--- config.mk ---
export PLATFORM = sky130hd
export DESIGN_NAME = modular_exponentiation_core_flat
export DESIGN_NICKNAME = d
export VERILOG_FILES = /design/src/rtl/modexp_pkg.sv /design/src/rtl/modexp_if.sv /design/src/rtl/modular_exponentiation_core.sv /design/src/rtl/modexp_modmul.sv /design/src/rtl/modexp_datapath.sv /design/src/rtl/modexp_ctrl.sv /design/src/flat_wrapper.sv
export SDC_FILE = /design/constraint.sdc
export NUM_CORES = 2
export LEC_CHECK = 0
export BUFFER_PORTS_ARGS = -buffer_cell sky130_fd_sc_hd__buf_2
export CAP_MARGIN = 5
export CELL_PAD_IN_SITES_DETAIL_PLACEMENT = 0
export CELL_PAD_IN_SITES_GLOBAL_PLACEMENT = 2
export CORE_MARGIN = 4
export CORE_UTILIZATION = 25
export DETAILED_ROUTE_END_ITERATION = 10
export HOLD_SLACK_MARGIN = 0.03
export PLACE_DENSITY = 0.63
export SETUP_SLACK_MARGIN = 0.15
export SYNTH_ARGS = -nofsm -noshare
export SYNTH_HDL_FRONTEND = slang
export SYNTH_SLANG_ARGS = --single-unit
--- constraint.sdc ---
create_clock -name clk_i -period 8.15 [get_ports clk_i]
set_input_delay 0.815 -clock clk_i [delete_from_list [all_inputs] [get_ports clk_i]]
set_output_delay 0.815 -clock clk_i [all_outputs]
set_load 0.05 [all_outputs]
--- src/rtl/modexp_pkg.sv ---
`timescale 1ns / 1ps
`default_nettype none
// ----------------------------------------------------------------------------
// modexp_pkg
// Shared constants, types and state encodings for the modular
// exponentiation core.
// ----------------------------------------------------------------------------
package modexp_pkg;

  localparam int unsigned BASE_W  = 32;
  localparam int unsigned EXPIN_W = 63;
  localparam int unsigned RES_W   = 30;

  // number of exponent bits that are scanned, 1 to 64
  localparam int unsigned EXP_WIDTH = 63;

  localparam logic [RES_W-1:0] PRIME_MOD = 30'd998244353;
  localparam logic [31:0]      ONE_P     = {2'b00, PRIME_MOD};
  localparam logic [31:0]      TWO_P     = {1'b0, PRIME_MOD, 1'b0};

  // barrett factor floor(2^60 / p)
  localparam logic [61:0] MU_FULL = (62'd1 << 60) / {32'd0, PRIME_MOD};
  localparam logic [30:0] MU      = MU_FULL[30:0];

  typedef enum logic [1:0] {
    MM_REDUCE = 2'd0,
    MM_SQUARE = 2'd1,
    MM_MUL    = 2'd2
  } mm_op_e;

  typedef enum logic [2:0] {
    ST_IDLE   = 3'd0,
    ST_REDUCE = 3'd1,
    ST_WAIT   = 3'd2,
    ST_MUL    = 3'd3,
    ST_SQUARE = 3'd4,
    ST_DONE   = 3'd5
  } ctrl_state_e;

  typedef struct packed {
    logic   load;
    logic   issue;
    mm_op_e op;
    logic   shift;
    logic   capture;
  } dp_cmd_t;

  typedef struct packed {
    logic busy;
    logic exp_zero;
    logic exp_bit0;
    logic exp_rest_zero;
  } dp_status_t;

endpackage : modexp_pkg
`default_nettype wire

--- src/rtl/modexp_if.sv ---
`timescale 1ns / 1ps
`default_nettype none
// ----------------------------------------------------------------------------
// modexp_in_if / modexp_out_if
// Valid/ready channels for operand beats and result beats.
// ----------------------------------------------------------------------------
interface modexp_in_if;
  import modexp_pkg::*;

  logic               valid;
  logic               ready;
  logic [BASE_W-1:0]  base;
  logic [EXPIN_W-1:0] exponent;

  modport source (output valid, output base, output exponent, input ready);
  modport sink   (input valid, input base, input exponent, output ready);

endinterface : modexp_in_if

interface modexp_out_if;
  import modexp_pkg::*;

  logic             valid;
  logic             ready;
  logic [RES_W-1:0] power;

  modport source (output valid, output power, input ready);
  modport sink   (input valid, input power, output ready);

endinterface : modexp_out_if
`default_nettype wire

--- src/rtl/modular_exponentiation_core.sv ---
`timescale 1ns / 1ps
`default_nettype none
// One operand beat is processed at a time. The loop through the 3-stage modular
//   multiplier sets the cost per bit; a new beat is taken while a result waits.
// reset: asynchronous active low, returns to idle with no result pending
// ----------------------------------------------------------------------------
// modular_exponentiation_core
// Computes base^exponent mod 998244353 by right-to-left square-and-multiply
// on one shared pipelined modular multiplier.
// ----------------------------------------------------------------------------
module modular_exponentiation_core (
  input  wire logic     clk_i,
  input  wire logic     rst_ni,
  modexp_in_if.sink     in_i,
  modexp_out_if.source  out_o
);
  import modexp_pkg::*;

  dp_cmd_t    cmd;
  dp_status_t status;

  modexp_ctrl u_ctrl (
    .clk_i       (clk_i),
    .rst_ni      (rst_ni),
    .in_valid_i  (in_i.valid),
    .in_ready_o  (in_i.ready),
    .out_valid_o (out_o.valid),
    .out_ready_i (out_o.ready),
    .cmd_o       (cmd),
    .status_i    (status)
  );

  modexp_datapath u_datapath (
    .clk_i      (clk_i),
    .rst_ni     (rst_ni),
    .cmd_i      (cmd),
    .status_o   (status),
    .base_i     (in_i.base),
    .exponent_i (in_i.exponent),
    .power_o    (out_o.power)
  );

endmodule : modular_exponentiation_core
`default_nettype wire

--- src/rtl/modexp_modmul.sv ---
`timescale 1ns / 1ps
`default_nettype none
// ----------------------------------------------------------------------------
// modexp_modmul
// Pipelined multiplier modulo 998244353 with barrett reduction. Three
// register stages, final correction on the output. One issue per cycle.
// ----------------------------------------------------------------------------
module modexp_modmul (
  input  wire logic                        clk_i,
  input  wire logic                        rst_ni,
  input  wire logic                        vld_i,
  input  wire modexp_pkg::mm_op_e          op_i,
  input  wire logic [31:0]                 a_i,
  input  wire logic [modexp_pkg::RES_W-1:0] b_i,
  output logic                             vld_o,
  output modexp_pkg::mm_op_e               op_o,
  output logic [modexp_pkg::RES_W-1:0]     res_o,
  output logic                             busy_o
);
  import modexp_pkg::*;

  logic        v1_q, v2_q, v3_q;
  mm_op_e      op1_q, op2_q, op3_q;
  logic [59:0] prod_q;
  logic [61:0] est_q;
  logic [31:0] low_q;
  logic [31:0] rem_q;

  logic [61:0] prod_full;
  logic [61:0] est_full;
  logic [30:0] quot;
  logic [60:0] qp_full;
  logic [31:0] corr;

  assign prod_full = 62'(a_i) * 62'(b_i);
  assign est_full  = 62'(prod_q[59:29]) * 62'(MU);
  assign quot      = est_q[61:31];
  assign qp_full   = 61'(quot) * 61'(PRIME_MOD);

  always_ff @(posedge clk_i or negedge rst_ni) begin
    if (!rst_ni) begin
      v1_q <= 1'b0;
      v2_q <= 1'b0;
      v3_q <= 1'b0;
    end else begin
      v1_q <= vld_i;
      v2_q <= v1_q;
      v3_q <= v2_q;
    end
  end

  always_ff @(posedge clk_i) begin
    op1_q  <= op_i;
    op2_q  <= op1_q;
    op3_q  <= op2_q;
    prod_q <= prod_full[59:0];
    est_q  <= est_full;
    low_q  <= prod_q[31:0];
    rem_q  <= low_q - qp_full[31:0];
  end

  // remainder estimate is below 3p
  always_comb begin
    if (rem_q >= TWO_P) begin
      corr = rem_q - TWO_P;
    end else if (rem_q >= ONE_P) begin
      corr = rem_q - ONE_P;
    end else begin
      corr = rem_q;
    end
  end

  assign res_o  = corr[RES_W-1:0];
  assign vld_o  = v3_q;
  assign op_o   = op3_q;
  assign busy_o = v1_q | v2_q | v3_q;

endmodule : modexp_modmul
`default_nettype wire

--- src/rtl/modexp_datapath.sv ---
`timescale 1ns / 1ps
`default_nettype none
// ----------------------------------------------------------------------------
// modexp_datapath
// Operand, accumulator, square and exponent registers around the shared
// modular multiplier, plus the result register.
// ----------------------------------------------------------------------------
module modexp_datapath (
  input  wire logic                          clk_i,
  input  wire logic                          rst_ni,
  input  wire modexp_pkg::dp_cmd_t           cmd_i,
  output modexp_pkg::dp_status_t             status_o,
  input  wire logic [modexp_pkg::BASE_W-1:0]  base_i,
  input  wire logic [modexp_pkg::EXPIN_W-1:0] exponent_i,
  output logic [modexp_pkg::RES_W-1:0]       power_o
);
  import modexp_pkg::*;

  logic [BASE_W-1:0]    base_q;
  logic [RES_W-1:0]     acc_q, acc_d;
  logic [RES_W-1:0]     sq_q, sq_d;
  logic [EXP_WIDTH-1:0] exp_q, exp_d;
  logic [RES_W-1:0]     power_q, power_d;
  logic [63:0]          exp_ext;

  logic [31:0]      mm_a;
  logic [RES_W-1:0] mm_b;
  logic             mm_vld;
  mm_op_e           mm_op;
  logic [RES_W-1:0] mm_res;
  logic             mm_busy;

  always_comb begin
    case (cmd_i.op)
      MM_REDUCE: begin
        mm_a = base_q;
        mm_b = RES_W'(1);
      end
      MM_SQUARE: begin
        mm_a = 32'(sq_q);
        mm_b = sq_q;
      end
      MM_MUL: begin
        mm_a = 32'(acc_q);
        mm_b = sq_q;
      end
      default: begin
        mm_a = 32'(acc_q);
        mm_b = sq_q;
      end
    endcase
  end

  modexp_modmul u_modmul (
    .clk_i  (clk_i),
    .rst_ni (rst_ni),
    .vld_i  (cmd_i.issue),
    .op_i   (cmd_i.op),
    .a_i    (mm_a),
    .b_i    (mm_b),
    .vld_o  (mm_vld),
    .op_o   (mm_op),
    .res_o  (mm_res),
    .busy_o (mm_busy)
  );

  assign exp_ext = 64'(exponent_i);

  always_comb begin
    acc_d   = acc_q;
    sq_d    = sq_q;
    exp_d   = exp_q;
    power_d = power_q;
    if (cmd_i.load) begin
      acc_d = RES_W'(1);
      exp_d = exp_ext[EXP_WIDTH-1:0];
    end else if (cmd_i.shift) begin
      exp_d = exp_q >> 1;
    end
    if (mm_vld) begin
      if (mm_op == MM_MUL) begin
        acc_d = mm_res;
      end else begin
        sq_d = mm_res;
      end
    end
    if (cmd_i.capture) begin
      power_d = acc_q;
    end
  end

  always_ff @(posedge clk_i) begin
    if (cmd_i.load) begin
      base_q <= base_i;
    end
    acc_q   <= acc_d;
    sq_q    <= sq_d;
    exp_q   <= exp_d;
    power_q <= power_d;
  end

  assign status_o.busy          = mm_busy;
  assign status_o.exp_zero      = (exp_q == '0);
  assign status_o.exp_bit0      = exp_q[0];
  assign status_o.exp_rest_zero = ((exp_q >> 1) == '0);
  assign power_o                = power_q;

endmodule : modexp_datapath
`default_nettype wire

--- src/rtl/modexp_ctrl.sv ---
`timescale 1ns / 1ps
`default_nettype none
// ----------------------------------------------------------------------------
// modexp_ctrl
// Sequencer for right-to-left square-and-multiply: issues multiplier
// operations per exponent bit and manages the result beat.
// ----------------------------------------------------------------------------
module modexp_ctrl (
  input  wire logic                   clk_i,
  input  wire logic                   rst_ni,
  input  wire logic                   in_valid_i,
  output logic                        in_ready_o,
  output logic                        out_valid_o,
  input  wire logic                   out_ready_i,
  output modexp_pkg::dp_cmd_t         cmd_o,
  input  wire modexp_pkg::dp_status_t status_i
);
  import modexp_pkg::*;

  ctrl_state_e state_q, state_d;
  logic        out_valid_q, out_valid_d;
  logic        slot_free;

  assign slot_free = !out_valid_q || out_ready_i;

  always_comb begin
    state_d = state_q;
    case (state_q)
      ST_IDLE: begin
        if (in_valid_i) state_d = ST_REDUCE;
      end
      ST_REDUCE: state_d = ST_WAIT;
      ST_WAIT: begin
        if (!status_i.busy) state_d = ST_MUL;
      end
      ST_MUL: begin
        state_d = status_i.exp_zero ? ST_DONE : ST_SQUARE;
      end
      ST_SQUARE: state_d = ST_WAIT;
      ST_DONE: begin
        if (slot_free) state_d = ST_IDLE;
      end
      default: state_d = ST_IDLE;
    endcase
  end

  always_comb begin
    in_ready_o    = 1'b0;
    cmd_o.load    = 1'b0;
    cmd_o.issue   = 1'b0;
    cmd_o.op      = MM_MUL;
    cmd_o.shift   = 1'b0;
    cmd_o.capture = 1'b0;
    case (state_q)
      ST_IDLE: begin
        in_ready_o = 1'b1;
        cmd_o.load = in_valid_i;
      end
      ST_REDUCE: begin
        cmd_o.issue = 1'b1;
        cmd_o.op    = MM_REDUCE;
      end
      ST_MUL: begin
        cmd_o.issue = !status_i.exp_zero && status_i.exp_bit0;
        cmd_o.op    = MM_MUL;
      end
      ST_SQUARE: begin
        // last square is never used
        cmd_o.issue = !status_i.exp_rest_zero;
        cmd_o.op    = MM_SQUARE;
        cmd_o.shift = 1'b1;
      end
      ST_DONE: begin
        cmd_o.capture = slot_free;
      end
      default: begin
        in_ready_o = 1'b0;
      end
    endcase
  end

  always_comb begin
    out_valid_d = out_valid_q;
    if (cmd_o.capture) begin
      out_valid_d = 1'b1;
    end else if (out_ready_i) begin
      out_valid_d = 1'b0;
    end
  end

  always_ff @(posedge clk_i or negedge rst_ni) begin
    if (!rst_ni) begin
      state_q     <= ST_IDLE;
      out_valid_q <= 1'b0;
    end else begin
      state_q     <= state_d;
      out_valid_q <= out_valid_d;
    end
  end

  assign out_valid_o = out_valid_q;

endmodule : modexp_ctrl
`default_nettype wire

--- src/flat_wrapper.sv ---
// flat-port wrapper written by rule: the top's interface ports become plain ports
module modular_exponentiation_core_flat import modexp_pkg::*;
  (clk_i, rst_ni, in_i_valid, in_i_base, in_i_exponent, in_i_ready, out_o_valid, out_o_power, out_o_ready);
  modexp_in_if in_i_i ();
  modexp_out_if out_o_i ();
  input  wire logic clk_i;
  input  wire logic rst_ni;
  input wire logic [$bits(in_i_i.valid)-1:0] in_i_valid;
  input wire logic [$bits(in_i_i.base)-1:0] in_i_base;
  input wire logic [$bits(in_i_i.exponent)-1:0] in_i_exponent;
  output wire logic [$bits(in_i_i.ready)-1:0] in_i_ready;
  output wire logic [$bits(out_o_i.valid)-1:0] out_o_valid;
  output wire logic [$bits(out_o_i.power)-1:0] out_o_power;
  input wire logic [$bits(out_o_i.ready)-1:0] out_o_ready;
  assign in_i_i.valid = in_i_valid;
  assign in_i_i.base = in_i_base;
  assign in_i_i.exponent = in_i_exponent;
  assign in_i_ready = in_i_i.ready;
  assign out_o_valid = out_o_i.valid;
  assign out_o_power = out_o_i.power;
  assign out_o_i.ready = out_o_ready;
  modular_exponentiation_core u_core (.clk_i(clk_i), .rst_ni(rst_ni), .in_i(in_i_i), .out_o(out_o_i));
endmodule
; Word-level counts from Yosys, hierarchy flattened
; Cells that the tools add are included.
[totals]
reg_bits = 384
latchBits = 0
ramBits = 0
romBits = 0
output_inout_bits = 32
n_memories = 0
[classes]
add_sub_neg = 3
n_mul = 3
div = 0
order_cmp = 2
n_eq_ne = 10
shift = 0
muxes = 21
n_bitwise = 3
reduce_logical = 14
[op_table]
columns = op, n
row1 = $mux W30, 6
row2 = $logic_not A63 Y1, 2
row3 = $mux W63, 2
row4 = $pmux W32 S2, 1
row5 = $mul A31 B31 Y62 const B, 1
row6 = $mul A32 B30 Y60, 1
row7 = $sub A30 B30 Y30 const B, 2
row8 = $ge A32 B30 Y1 const B, 1
row9 = $ge A32 B31 Y1 const B, 1
row10 = $mul A31 B30 Y32 const B, 1
row11 = $sub A32 B32 Y32, 1
row12 = $pmux W3 S5, 1
row13 = $mux W3, 3
row14 = $pmux W3 S3, 1
row15 = $mux W1, 7
row16 = $eq A3 B2 Y1 const B, 2
row17 = $eq A3 B3 Y1 const B, 2
row18 = $ne A2 B2 Y1 const B, 3
row19 = $reduce_bool A2 Y1, 2
row20 = $eq A3 B1 Y1 const B, 1
row21 = $logic_not A1 Y1, 3
row22 = $logic_not A3 Y1, 1
row23 = $reduce_and A3 Y1, 1
row24 = $eq A2 B1 Y1 const B, 1
row25 = 8 further kinds, 9

; Logic depth before layout (Yosys ltp)
[logic_depth]
word_depth = 7
ltp_mapped = 36
depth_no_buf = 31

; By module
; A second synthesis with hierarchy kept.
[hier_totals]
hier_cells = 6021
hier_area_um2 = 59544.6
[by_module_without_submodules]
columns = module, instances, cells_each, area_per_inst_um2, seq_area_each_um2
row1 = modexp_modmul, 1, 5466, 51747.1, 3298.2
row2 = modexp_datapath, 1, 520, 7490.9, 5255.0
row3 = modexp_ctrl, 1, 35, 306.5, 100.1

; Worst setup path after synthesis
; Ideal clock, no wire load.
[synth_timing]
kind = reg2reg
from = register u_core.u_ctrl.state_q[0]
to = register u_core.u_datapath.u_modmul.prod_q[56]
setup_ns = 0.128
arrival_ns = 8.884
required_time_ns = 8.022
setup_slack_ns = -0.862
stages_incl_launch_ff = 34
path_cell_list = dfrtp_1 -> clkbuf_1 -> inv_1 -> nor3_1 -> clkbuf_1 -> buf_1 -> a221o_1 -> clkbuf_1 -> nand2_1 -> fa_1 -> inv_1 -> fa_1 -> inv_1 -> fa_1 -> inv_1 -> fa_1 -> inv_1 -> fa_1 -> inv_1 -> fa_1 -> fa_1 -> inv_1 -> fa_1 -> inv_1 -> ha_1 -> and4_1 -> and3_1 -> or4b_1 -> o32a_1 -> a21oi_1 -> o21ai_1 -> a21oi_2 -> mux2i_1 -> nand4_1
[synth_via]
elab_chain_len = 5
elab_cells_between_ends = 9
[synth_rtl]
columns = item, line
row1 = start: declaration, modexp_ctrl.sv:20  ; ctrl_state_e state_q, state_d;
row2 = start signal: assignment, modexp_ctrl.sv:96  ; state_q <= state_d;
row3 = "$eq A3 B3 Y1, or another cell as far along", modexp_ctrl.sv:54  ; case (state_q)
row4 = $pmux W3 S3 (*), modexp_ctrl.sv:54
row5 = $eq A2 B1 Y1 or $logic_not A2 Y1 (tied branches), modexp_datapath.sv:34  ; case (cmd_i.op)
row6 = $pmux W32 S2 or $mux W30 (tied branches), modexp_datapath.sv:34
row7 = $mul A32 B30 Y60 (*), modexp_modmul.sv:35  ; assign prod_full = 62'(a_i) * 62'(b_i);
row8 = via u_core.u_datapath.u_modmul.prod_full[56], modexp_modmul.sv:29  ; logic [61:0] prod_full;
row9 = end signal: assignment, modexp_modmul.sv:56  ; prod_q <= prod_full[59:0];
row10 = end: declaration, modexp_modmul.sv:24  ; logic [59:0] prod_q;
; The timed path passes the listed nets; every way through them passes the cells marked *.
; A chain may end at the register's enable or synchronous reset.

; Final worst setup path
[layout_timing]
from = register u_core.u_ctrl.state_q[1]
to = register u_core.u_datapath.u_modmul.prod_q[56]
; Same word-level chain as after synthesis.

==> out/metrics.cfg <==
[outcome]
outcome=finished, violations left
violations=negative setup slack

[die]
initial_core_util_pct=25.19
ios=131
core_area_um2=230600
fp.dieW_um=490.0
fp.dieH_um=490.0
rows=176
die_area_um2=240100

[logic_synthesis]
syn_area_um2=58090
synth-seq-cells=353
ys_seq_area_share_pct=14.90
synth_most_common_cell=inv_1
synth_top_cell_by_area=fa_1
avgSynthCellArea_um2=9.779
netlist.area_leader.share_pct=38.43
synth.distinct_cells=84
synth.area.top_cells=fa_1 38%, ha_1 16%, inv_1 8.9%
synth_edf_count=155
synth_warnings=0
syn_inst=5940
synth_commonest_cells=1377 x inv_1, 1115 x fa_1, 749 x ha_1, 550 x nor2_1, 536 x nand2_1
synth_ff_type=dfxtp_1
async_reset_ff_share_pct=1.983

[worst_setup_path]
startpoint_type=flip-flop
cp_max_fo=6
crit_arrival_ns=9.02
critPathMaxStageDelay_ns=0.64
slowest_stage=fa_2
crit_required_ns=8.61
cpMostUsedCell=fa_1
criticalPathCategory=flip-flop to flip-flop
end_kind=flip-flop

[global_routing]
globalRouteOverflowTotal=0
grt_pass1_wl_mm=305.9
grt_pass1_vias=46503
grt_max_degree=64
globalRouteTotalUtil_pct=16.91
antenna_found_initial=15

[clocking]
cts_sinks=353
htreeDepth=2
clockBufferDepth=3
cts-buffers-inserted=41
clkTransAtPathRegs_ns=0.07
clk_latency_ns=0.61
cts_root_buffer=clkbuf_16
cts_tree=done

[drt]
drtIter0Drc=2498
first_pass_iters=5
routedWlPerCell_um=20.87
routed_wl_mm=203.0
antenna_left=0
via_count=42856
drc_errors=0
vias_per_cell=4.406

[cells_and_area]
final_core_util_pct=31.04
syn_to_final_growth_pct=23.19
finalInstanceArea_um2=71550
drive_above_1_share_pct=19.13
fin_nets=8629

[timing]
finalHoldViolCount=0
fin_ws_ns=-0.4060
grt_setup_unrepaired=true
slew_headroom_pct=22.01
holdWs_ns=0.3226
finalCritPeriodShare_pct=105.0
finalSetupViolCount=24
max_freq_ghz=0.1169
period_minus_slack_ns=8.556
drv_slew=0
tightest_slew_ns=1.158
fin_skew_ns=0.04806
tns_ns=-4.173

[placement]
place_hpwl_mm=178.2
port-buffer-count=130
place_area_um2=68000
globalplace.congestion=0.9299

[job]
drv_cap=0

[min_path]
hold_class=flip-flop to flip-flop

worst paths after layout:
check | start | end | slack [ns] | cells past startpoint
max | u_core.u_ctrl.state_q[1] | u_core.u_datapath.u_modmul.prod_q[56] | -0.41 | 31
max reg2reg | u_core.u_ctrl.state_q[1] | u_core.u_datapath.u_modmul.prod_q[56] | -0.41 | 31
max in group asynchronous | rst_ni | u_core.u_ctrl.state_q[1] | 7.38 | 2
min | u_core.u_datapath.u_modmul.op2_q[1] | u_core.u_datapath.u_modmul.op_o[1] | 0.32 | 0
min reg2reg | u_core.u_datapath.u_modmul.op2_q[1] | u_core.u_datapath.u_modmul.op_o[1] | 0.32 | 0
min in group asynchronous | rst_ni | u_core.u_datapath.u_modmul.v2_q | 0.58 | 2
sequential cells by signal, summed over array words and instances (netlist names):
name / cells
u_core.u_datapath.u_modmul.rem_q: 32
u_core.u_ctrl.out_valid_o: 1
u_core.u_datapath.u_modmul.prod_q: 60
u_core.u_datapath.exp_q: 63
u_core.u_datapath.u_modmul.op2_q: 2
u_core.u_datapath.u_modmul.low_q: 31
u_core.u_datapath.u_modmul.v1_q: 1
u_core.u_datapath.sq_q: 30
u_core.u_datapath.power_o: 30
u_core.u_datapath.u_modmul.vld_o: 1
u_core.u_datapath.u_modmul.op_o: 2
u_core.u_ctrl.state_q: 3
u_core.u_datapath.u_modmul.v2_q: 1
u_core.u_datapath.u_modmul.est_q: 32
u_core.u_datapath.u_modmul.op1_q: 2
u_core.u_datapath.base_q: 32
u_core.u_datapath.acc_q: 30
worst max-delay path: cells and delay by family, from the launching register on:
kind | cells | cell delay (ns)
buffers and inverters | 10 | 0.97
adder cells (fa/ha/maj) | 9 | 4.44
AO/OA/AOI/OAI | 5 | 1.19
flip-flops | 1 | 0.44
multiplexers | 1 | 0.20
AND/OR/NAND/NOR | 6 | 1.17
stage by stage:
step	worst slack, ns	instances
floorplan	-0.03636	5993
global placement	-0.7830	9564
detailed placement	-0.7470	9564
CTS	-0.4563	9697
global route	-0.6632	9725
finish	-0.4060	9727
cells by family (layout without fill, tap and decap cells):
family | after synthesis | in the layout | share of synthesized area, %
adders and majority gates | 1865 | 1865 | 54.58
buffers and inverters | 1587 | 2292 | 10.29
and+or+nand+nor | 1395 | 1395 | 10.34
AOI/OAI and AO/OA | 513 | 513 | 6.212
DFF | 353 | 353 | 14.90
xor gates and xnor gates | 157 | 157 | 2.367
muxes | 68 | 68 | 1.308
other | 2 | 58 | 0.01293
timing repair:
| action | in CTS | in global routing |
|---|---|---|
| hold endpoints to repair | 7 | 0 |
| setup endpoints to repair | 39 | 51 |
| gates resized for setup | 227 | 119 |
| hold buffers | 1 | 0 |
| buffers inserted | 54 | 25 |
| pin swaps | 86 | 81 |
| gates cloned | 3 | 2 |
per-layer routing:
layer / vias up / share of wire (%) / track usage, %
li1: 19815 / - / -
met1: 22099 / 48 / 24.46
met2: 784 / 46 / 27.48
met3: 156 / 4.4 / 1.946
met4: 2 / 1.8 / 2.806
met5: - / 0.0064 / 0
placed cells by master (no fill, tap or decap), types with 68 or more instances in the layout:
cell / n
inv_1: 1341
fa_1: 1067
ha_1: 722
buf_4: 560
nor2_1: 526
nand2_1: 521
dfxtp_1: 189
edfxtp_1: 155
buf_2: 130
a21oi_1: 104
xnor2_1: 91
a21o_1: 70
buf_6: 69
buf_12: 68
area by class of cell:
class | instances | area [µm²]
Multi-Input combinational cell | 4053 | 45290
Clock inverter | 24 | 260.3
Sequential cell | 353 | 8658
Tap cell | 3026 | 3786
Inverter | 1378 | 5180
Antenna cell | 3 | 7.507
Timing Repair Buffer | 839 | 7238
Clock buffer | 51 | 1135
Fill cell | 23891 | 159000
Power is not shown: default switching activity piles up to over one toggle a cycle in this logic, so the estimate is an artifact.
